`config.mk`:
```
export PLATFORM = sky130hd
export DESIGN_NAME = efp_ctrl
export DESIGN_NICKNAME = d
export VERILOG_FILES = /design/src/hdl/efp_pkg.sv /design/src/hdl/efp_ctrl.sv
export SDC_FILE = /design/constraint.sdc
export NUM_CORES = 1
export LEC_CHECK = 0
export BUFFER_PORTS_ARGS = -buffer_cell sky130_fd_sc_hd__buf_4
export CAP_MARGIN = 20
export CORE_AREA = 2 2 39 41
export CTS_CLUSTER_DIAMETER = 120
export DETAILED_ROUTE_END_ITERATION = 16
export DIE_AREA = 0 0 41 43
export GPL_TIMING_DRIVEN = 0
export PLACE_DENSITY_LB_ADDON = 0.12
export SETUP_SLACK_MARGIN = 0.3
export SYNTH_ARGS = -nofsm -noshare
export SYNTH_HDL_FRONTEND = slang
export SYNTH_SLANG_ARGS = --single-unit
```
`constraint.sdc`:
```
create_clock -name clk -period 3.64 [get_ports clk]
set_input_delay 0.728 -clock clk [delete_from_list [all_inputs] [get_ports clk]]
set_output_delay 0.728 -clock clk [all_outputs]
set_load 0.01 [all_outputs]
```
`src/hdl/efp_pkg.sv`:
```
// ----------------------------------------------------------------------------
// efp_pkg
// Shared types and constants of the escape-time fractal pixel block.
// ----------------------------------------------------------------------------
package efp_pkg;

    // Pixel index width
    localparam int PIX_W = 10;

    // Configuration register indexes
    localparam int CFG_IDX_W = 3;
    localparam logic [CFG_IDX_W-1:0] REG_REAL_START   = 3'd0;
    localparam logic [CFG_IDX_W-1:0] REG_REAL_STEP    = 3'd1;
    localparam logic [CFG_IDX_W-1:0] REG_IMAG_START   = 3'd2;
    localparam logic [CFG_IDX_W-1:0] REG_IMAG_STEP    = 3'd3;
    localparam logic [CFG_IDX_W-1:0] REG_ITER_LIMIT   = 3'd4;
    localparam logic [CFG_IDX_W-1:0] REG_JULIA_ENABLE = 3'd5;
    localparam logic [CFG_IDX_W-1:0] REG_JULIA_C_REAL = 3'd6;
    localparam logic [CFG_IDX_W-1:0] REG_JULIA_C_IMAG = 3'd7;

    // Reset values of the coordinate registers, in Q4.28
    localparam logic signed [63:0] RST_REAL_START_Q28 = -64'sd1426063360;
    localparam logic signed [63:0] RST_REAL_STEP_Q28  = 64'sd8388608;
    localparam logic signed [63:0] RST_IMAG_START_Q28 = 64'sd536870912;
    localparam logic signed [63:0] RST_IMAG_STEP_Q28  = -64'sd10737418;
    localparam int                 RST_ITER_LIMIT     = 10;

    // Controller states
    typedef enum logic [2:0] {
        ST_IDLE,
        ST_MAP,
        ST_SQUARE,
        ST_EVAL,
        ST_DONE
    } efp_state_t;

    // Commands from controller to datapath
    typedef struct packed {
        logic load_in;
        logic map;
        logic square;
        logic eval;
        logic out_load;
    } efp_cmd_t;

    // Status from datapath to controller
    typedef struct packed {
        logic limit_zero;
        logic stop_sq;
        logic stop_ev;
    } efp_stat_t;

endpackage

```
`src/hdl/efp_ctrl.sv`:
```
// ----------------------------------------------------------------------------
// efp_ctrl
// Sequencer of one pixel: map, then square / evaluate per iteration, then hand
// the result to the output register.
// ----------------------------------------------------------------------------
module efp_ctrl
(
    input  logic                clk,
    input  logic                rst_n,
    input  logic                in_valid,
    output logic                in_ready,
    output logic                out_valid,
    input  logic                out_ready,
    input  efp_pkg::efp_stat_t  stat,
    output efp_pkg::efp_cmd_t   cmd
);

    efp_pkg::efp_state_t state_reg;
    efp_pkg::efp_state_t state_next;
    logic                out_valid_reg;
    logic                out_valid_next;
    logic                out_free;

    assign out_free = !out_valid_reg || out_ready;

    // Next state
    always_comb
    begin
        state_next = state_reg;
        unique case (state_reg)
            efp_pkg::ST_IDLE:
            begin
                if (in_valid)
                begin
                    state_next = efp_pkg::ST_MAP;
                end
            end
            efp_pkg::ST_MAP:
            begin
                state_next = stat.limit_zero ? efp_pkg::ST_DONE : efp_pkg::ST_SQUARE;
            end
            efp_pkg::ST_SQUARE:
            begin
                state_next = stat.stop_sq ? efp_pkg::ST_DONE : efp_pkg::ST_EVAL;
            end
            efp_pkg::ST_EVAL:
            begin
                state_next = stat.stop_ev ? efp_pkg::ST_DONE : efp_pkg::ST_SQUARE;
            end
            efp_pkg::ST_DONE:
            begin
                if (out_free)
                begin
                    state_next = efp_pkg::ST_IDLE;
                end
            end
            default:
            begin
                state_next = efp_pkg::ST_IDLE;
            end
        endcase
    end

    // Outputs
    always_comb
    begin
        cmd      = '0;
        in_ready = 1'b0;
        unique case (state_reg)
            efp_pkg::ST_IDLE:
            begin
                in_ready    = 1'b1;
                cmd.load_in = in_valid;
            end
            efp_pkg::ST_MAP:
            begin
                cmd.map = 1'b1;
            end
            efp_pkg::ST_SQUARE:
            begin
                cmd.square = 1'b1;
            end
            efp_pkg::ST_EVAL:
            begin
                cmd.eval = 1'b1;
            end
            efp_pkg::ST_DONE:
            begin
                cmd.out_load = out_free;
            end
            default:
            begin
                cmd = '0;
            end
        endcase
    end

    // Hold the result valid until taken
    always_comb
    begin
        if (cmd.out_load)
        begin
            out_valid_next = 1'b1;
        end
        else if (out_ready)
        begin
            out_valid_next = 1'b0;
        end
        else
        begin
            out_valid_next = out_valid_reg;
        end
    end

    assign out_valid = out_valid_reg;

    always_ff @(posedge clk or negedge rst_n)
    begin
        if (!rst_n)
        begin
            state_reg     <= efp_pkg::ST_IDLE;
            out_valid_reg <= 1'b0;
        end
        else
        begin
            state_reg     <= state_next;
            out_valid_reg <= out_valid_next;
        end
    end

endmodule

```
## Word level (Yosys, flattened, before mapping)

Index checks and enable logic that the tools add are counted.

- Eq/ne operators: 6
- Mux-type cells: 14
- Reduce and logical (&&, ||, !) cells: 5

Operator list:

| cell | count |
|---|---|
| $mux W3 | 5 |
| $pmux W3 S5 | 1 |
| $mux W1 | 8 |
| $eq A3 B2 Y1 const B | 2 |
| $ne A2 B2 Y1 const B | 2 |
| $eq A3 B1 Y1 const B | 1 |
| $eq A3 B3 Y1 const B | 1 |
| $logic_not A3 Y1 | 1 |
| $reduce_and A2 Y1 | 1 |
| $reduce_bool A2 Y1 | 1 |
| $logic_not A1 Y1 | 1 |
| $logic_or A1 B1 Y1 | 1 |

- Flip-flop bits (word level): 4
- Bits of input ports: 7
- Output and inout port bits: 7

## Longest topological paths before layout

- Depth after elaboration: 4
- Mapped depth: 5

## Worst setup path before layout

Ideal clock, no wire load.

- Path type: input-to-output
- From: input port out_ready
- To: output port cmd[0] in the netlist's numbering
- Arrival: 1.060 ns
- Required time: 2.912 ns
- Slack: 1.852 ns
- Stages: 3
- Path buffers: 1
- Path through: nor2b_1 > nor2_1 > buf_4

RTL lines:

| element | line | source |
|---|---|---|
| start, declared | efp_ctrl.sv:13 | `input logic out_ready,` |
| end, declared | efp_ctrl.sv:15 | `output efp_pkg::efp_cmd_t cmd` |

==> results_tabular.tex <==
\begin{tabular}{lr}
\hline
Metric & Value \\
\hline
\multicolumn{2}{l}{\textbf{Clock network}} \\
\quad Number of sinks driven by the clock tree & 4 \\
\quad Clock tree root driver cell & sky130\_fd\_sc\_hd\_\_clkbuf\_4 \\
\quad PostCTS Resize Cnt & 0 \\
\quad Clock latency at the later pin of the worst-skew pair & between 200 and 250 ps \\
\quad Post-CTS Repair Setup Buffers & 0 \\
\quad Number of CTS-inserted buffers & 3 \\
\quad Clock tree from TritonCTS & done \\
\quad Worst-path clk slew & 40 ps \\
\quad Count of hold buffers inserted by post-cts repair & 0 \\
\quad Clock tree buffer depth & 2 \\
\quad Number of levels the H-tree was split into & 1 \\
\multicolumn{2}{l}{\textbf{Synth}} \\
\quad Top-area cell type share of the netlist area & 34.9\% \\
\quad Synthesized netlist net count & 36 \\
\quad Cells after synthesis & 29 \\
\quad Share of synthesized area occupied by flip-flops and latches & a little over a third \\
\quad Largest area contributor in the synthesized netlist & sky130\_fd\_sc\_hd\_\_dfrtp\_1 \\
\quad Ranking of synthesized cells by area & sky130\_fd\_sc\_hd\_\_dfrtp\_1 35\%, sky130\_fd\_sc\_hd\_\_mux2\_4 10\%, sky130\_fd\_sc\_hd\_\_buf\_6 7.9\% \\
\quad Syn Area/Cell & slightly below 10 um\^{}2 \\
\quad Synthesized flop and latch total & 4 \\
\quad Count of yosys warnings during synthesis & 0 \\
\quad Yosys cell types & 20 \\
\quad Post-synthesis instance area & 287 um\^{}2 \\
\multicolumn{2}{l}{\textbf{Layout}} \\
\quad Layout net count & 54 \\
\quad Number of flip-flops under the largest register name & 3 \\
\quad Diodes inserted & 0 \\
\quad Share of the core filled with cells & a little under a third \\
\quad Proportion of layout cells with a drive suffix above 1 & about 56\% \\
\quad Area overhead of the layout relative to synthesis & 48.9\% \\
\multicolumn{2}{l}{\textbf{Run}} \\
\quad Max-cap viol count & 0 \\
\multicolumn{2}{l}{\textbf{Floorplan}} \\
\quad Initial standard-cell utilization of the core & 20.7\% \\
\quad Total I/O pin count & 14 \\
\quad Horizontal die dimension & 41 um \\
\quad Die Outline Area & 0.00176 mm\^{}2 \\
\quad Vertical extent of the die & 43 um \\
\quad \# rows & 14 \\
\quad Placeable Area & $\sim$0.0014 mm\^{}2 \\
\multicolumn{2}{l}{\textbf{Timing}} \\
\quad Highest clock frequency the design can meet & 0.479 GHz \\
\quad Worst path setup slack after routing & about 1600 ps \\
\quad Final clock period utilization by the worst path & 57.4\% \\
\quad Final count of pins violating max slew & 0 \\
\quad Worst clock skew on the final layout & between 3 and 4 ps \\
\quad Slew margin rel. & a little under nine tenths \\
\quad Unrepaired setup endpoints after global routing & false \\
\quad Setup TNS Final & 0 ps \\
\quad Number of hold-slack violations in the final timing report & 0 \\
\quad Time the final worst path needs with I/O delays and setup & 2090 ps \\
\quad Actual transition at the worst max-transition pin & 217 ps \\
\quad Final Setup Violations & 0 \\
\multicolumn{2}{l}{\textbf{Critical path}} \\
\quad Worst setup path endpoint & cmd[0] \\
\quad Type of the worst setup path & input port to output port \\
\quad Slowest cell on the critical path & sky130\_fd\_sc\_hd\_\_nor2b\_1 \\
\quad Register-to-Register Path Depth & 4 \\
\quad Worst Path Required & 2910 ps \\
\quad Reg-to-reg endpoint & state\_reg[1]\$\_DFFE\_PN0P\_ \\
\quad Reg-to-reg critical path startpoint & state\_reg[1]\$\_DFFE\_PN0P\_ \\
\quad Worst reg-to-reg setup slack & 2460 ps \\
\quad Startpoint kind of the worst setup timing path & input port \\
\quad Cell with the most instances on the worst path & sky130\_fd\_sc\_hd\_\_buf\_4 \\
\quad Data arrival at the endpoint of the critical path & 1360 ps \\
\quad Critical Path Start & out\_ready \\
\quad Biggest fanout along the worst timing path & 3 \\
\quad Critical path's largest stage delay & 200 ps \\
\quad Chain of cells forming the critical path & buf\_4 > nor2b\_1 > nor2\_1 > buf\_4 > buf\_4 \\
\quad Kind of end point of the critical path & output port \\
\multicolumn{2}{l}{\textbf{Pwr}} \\
\quad Portion of total power attributed to sequential cells & 19.9\% \\
\quad Switching portion of total power & 36.6\% \\
\quad Static leakage power & 0.211 nW \\
\quad Combinational group share of total power & 65.0\% \\
\quad Part of the power in the clock network & 15.1\% \\
\quad Power density relative to cell area & 870 mW/mm\^{}2 \\
\quad Internal cell power & 0.000235 W \\
\quad P\_sw & 0.000136 W \\
\quad Peak supply drop & 0.000288 V \\
\quad Post-route total power & 0.000371 W \\
\multicolumn{2}{l}{\textbf{Placed design}} \\
\quad Number of I/O port buffers & 13 \\
\quad GP Congestion & roughly 0.65 \\
\quad Pre-CTS setup slack & 1560 ps \\
\quad Detail Placement HPWL & 458 um \\
\multicolumn{2}{l}{\textbf{Outcome}} \\
\quad Outcome & finished, final reports clean \\
\multicolumn{2}{l}{\textbf{Global routing}} \\
\quad Maximum number of pins on one net before global-route repair & 11 \\
\quad Global router's overall resource usage & 8.77\% \\
\quad Number of antenna violations at the first check in global routing & 0 \\
\quad Global-route wire length before repair & 910 um \\
\quad Leftover overflow at the end of global routing & 0 \\
\quad Vias in the first global route & 225 \\
\multicolumn{2}{l}{\textbf{Route}} \\
\quad Drt first pass iters & 1 \\
\quad Detailed-route DRC error count & 0 \\
\quad Wire per inst & 9.56 um \\
\quad Count of vias placed by the detailed router & 256 \\
\quad Violation count after the first detailed-route iteration & 0 \\
\quad Aggregate routed wire length & 583 um \\
\quad Count of nets left with antenna violations after detail routing & 0 \\
\quad Routed vias/inst & 4.20 \\
\multicolumn{2}{l}{\textbf{Hold path}} \\
\quad Hold Crit Class & input port to async pin \\
\hline
\end{tabular}
## power groups by stage
stage          Sequential (W)  Combinational (W)  Clock [W]
2_1_floorplan       0.0000766           0.000159          0
3_3_place_gp        0.0000744           0.000243          0
3_5_place_dp        0.0000745           0.000245          0
4_1_cts             0.0000740           0.000246  0.0000599
5_1_grt             0.0000764           0.000266  0.0000626
6_report            0.0000738           0.000241  0.0000561
## synth_stat cells, drive strengths merged
cell	number
and3b	1
nand2	2
dfrtp	4
mux2	2
nand2b	2
nor2	3
nor2b	1
nand3b	1
or2b	1
nor3b	2
o21ai	1
a211oi	1
nor3	2
buf	4
o21a	1
a32oi	1
## worst min-delay path by stage
stage | start | end | cells after the start
4_1_cts | rst_n | state_reg[0]$_DFFE_PN0P_ | 1
5_1_grt | rst_n | state_reg[1]$_DFFE_PN0P_ | 1
3_5_place_dp | rst_n | state_reg[0]$_DFFE_PN0P_ | 1
3_3_place_gp | rst_n | state_reg[0]$_DFFE_PN0P_ | 1
2_1_floorplan | rst_n | out_valid$_DFFE_PN0P_ | 0
6_report | rst_n | state_reg[1]$_DFFE_PN0P_ | 1
## through the flow
step                      std cells  hold WS, ps  instance area (um^2)
after floorplan                  29          432                   287
after global placement           58          525                   404
after detailed placement         58          525                   404
after CTS                        61          264                   427
after global routing             61          265                   427
final                            61          273                   427
## layout by cell type (no fill, tap or decap)
cell type and n:
sky130_fd_sc_hd__nor2_2 1, sky130_fd_sc_hd__o21a_1 1, sky130_fd_sc_hd__mux2_4 2, sky130_fd_sc_hd__or2b_1 1, sky130_fd_sc_hd__nand2_1 2, sky130_fd_sc_hd__nand3b_1 1
sky130_fd_sc_hd__a211oi_1 1, sky130_fd_sc_hd__nor2b_1 1, sky130_fd_sc_hd__nor3_1 2, sky130_fd_sc_hd__dfrtp_1 4, sky130_fd_sc_hd__buf_6 2, sky130_fd_sc_hd__o21ai_1 1
sky130_fd_sc_hd__nor2_1 2, sky130_fd_sc_hd__nand2b_1 1, sky130_fd_sc_hd__buf_2 1, sky130_fd_sc_hd__a32oi_1 1, sky130_fd_sc_hd__and3b_2 1, sky130_fd_sc_hd__buf_4 14
sky130_fd_sc_hd__nand2b_2 1, sky130_fd_sc_hd__clkbuf_4 3, sky130_fd_sc_hd__nor3b_1 2
## kinds of logic (layout without fill, tap and decap cells)
logic type | Yosys count | count (layout) | share of synthesized area (%)
compound gates | 4 | 4 | 10.0
buf+inv | 4 | 20 | 12.2
flops | 4 | 4 | 34.9
mux | 2 | 2 | 10.5
simple gates | 15 | 15 | 32.3
## routing by layer
layer | vias to the layer above | GRT usage (%) | wire length [um]
met4 | 0 | 14.0 | 29
met1 | 107 | 10.7 | 249
met3 | 3 | 1.57 | 59
met2 | 13 | 9.38 | 244
li1 | 133 | - | -
met5 | - | 0 | 0
## critical path: cells and delay by family
| family | cells | cell delay, ps |
|---|---|---|
| buf+inv | 3 | 370 |
| simple gates | 2 | 270 |
## area by class of cell
type	count	area (um^2)
fill	154	957
clock buffer	3	22.5
tap	16	20.0
timing repair buffer	13	97.6
multi-input combinational	21	151
buffer	4	35.0
sequential	4	100
Power figures use the tool's default switching activity.
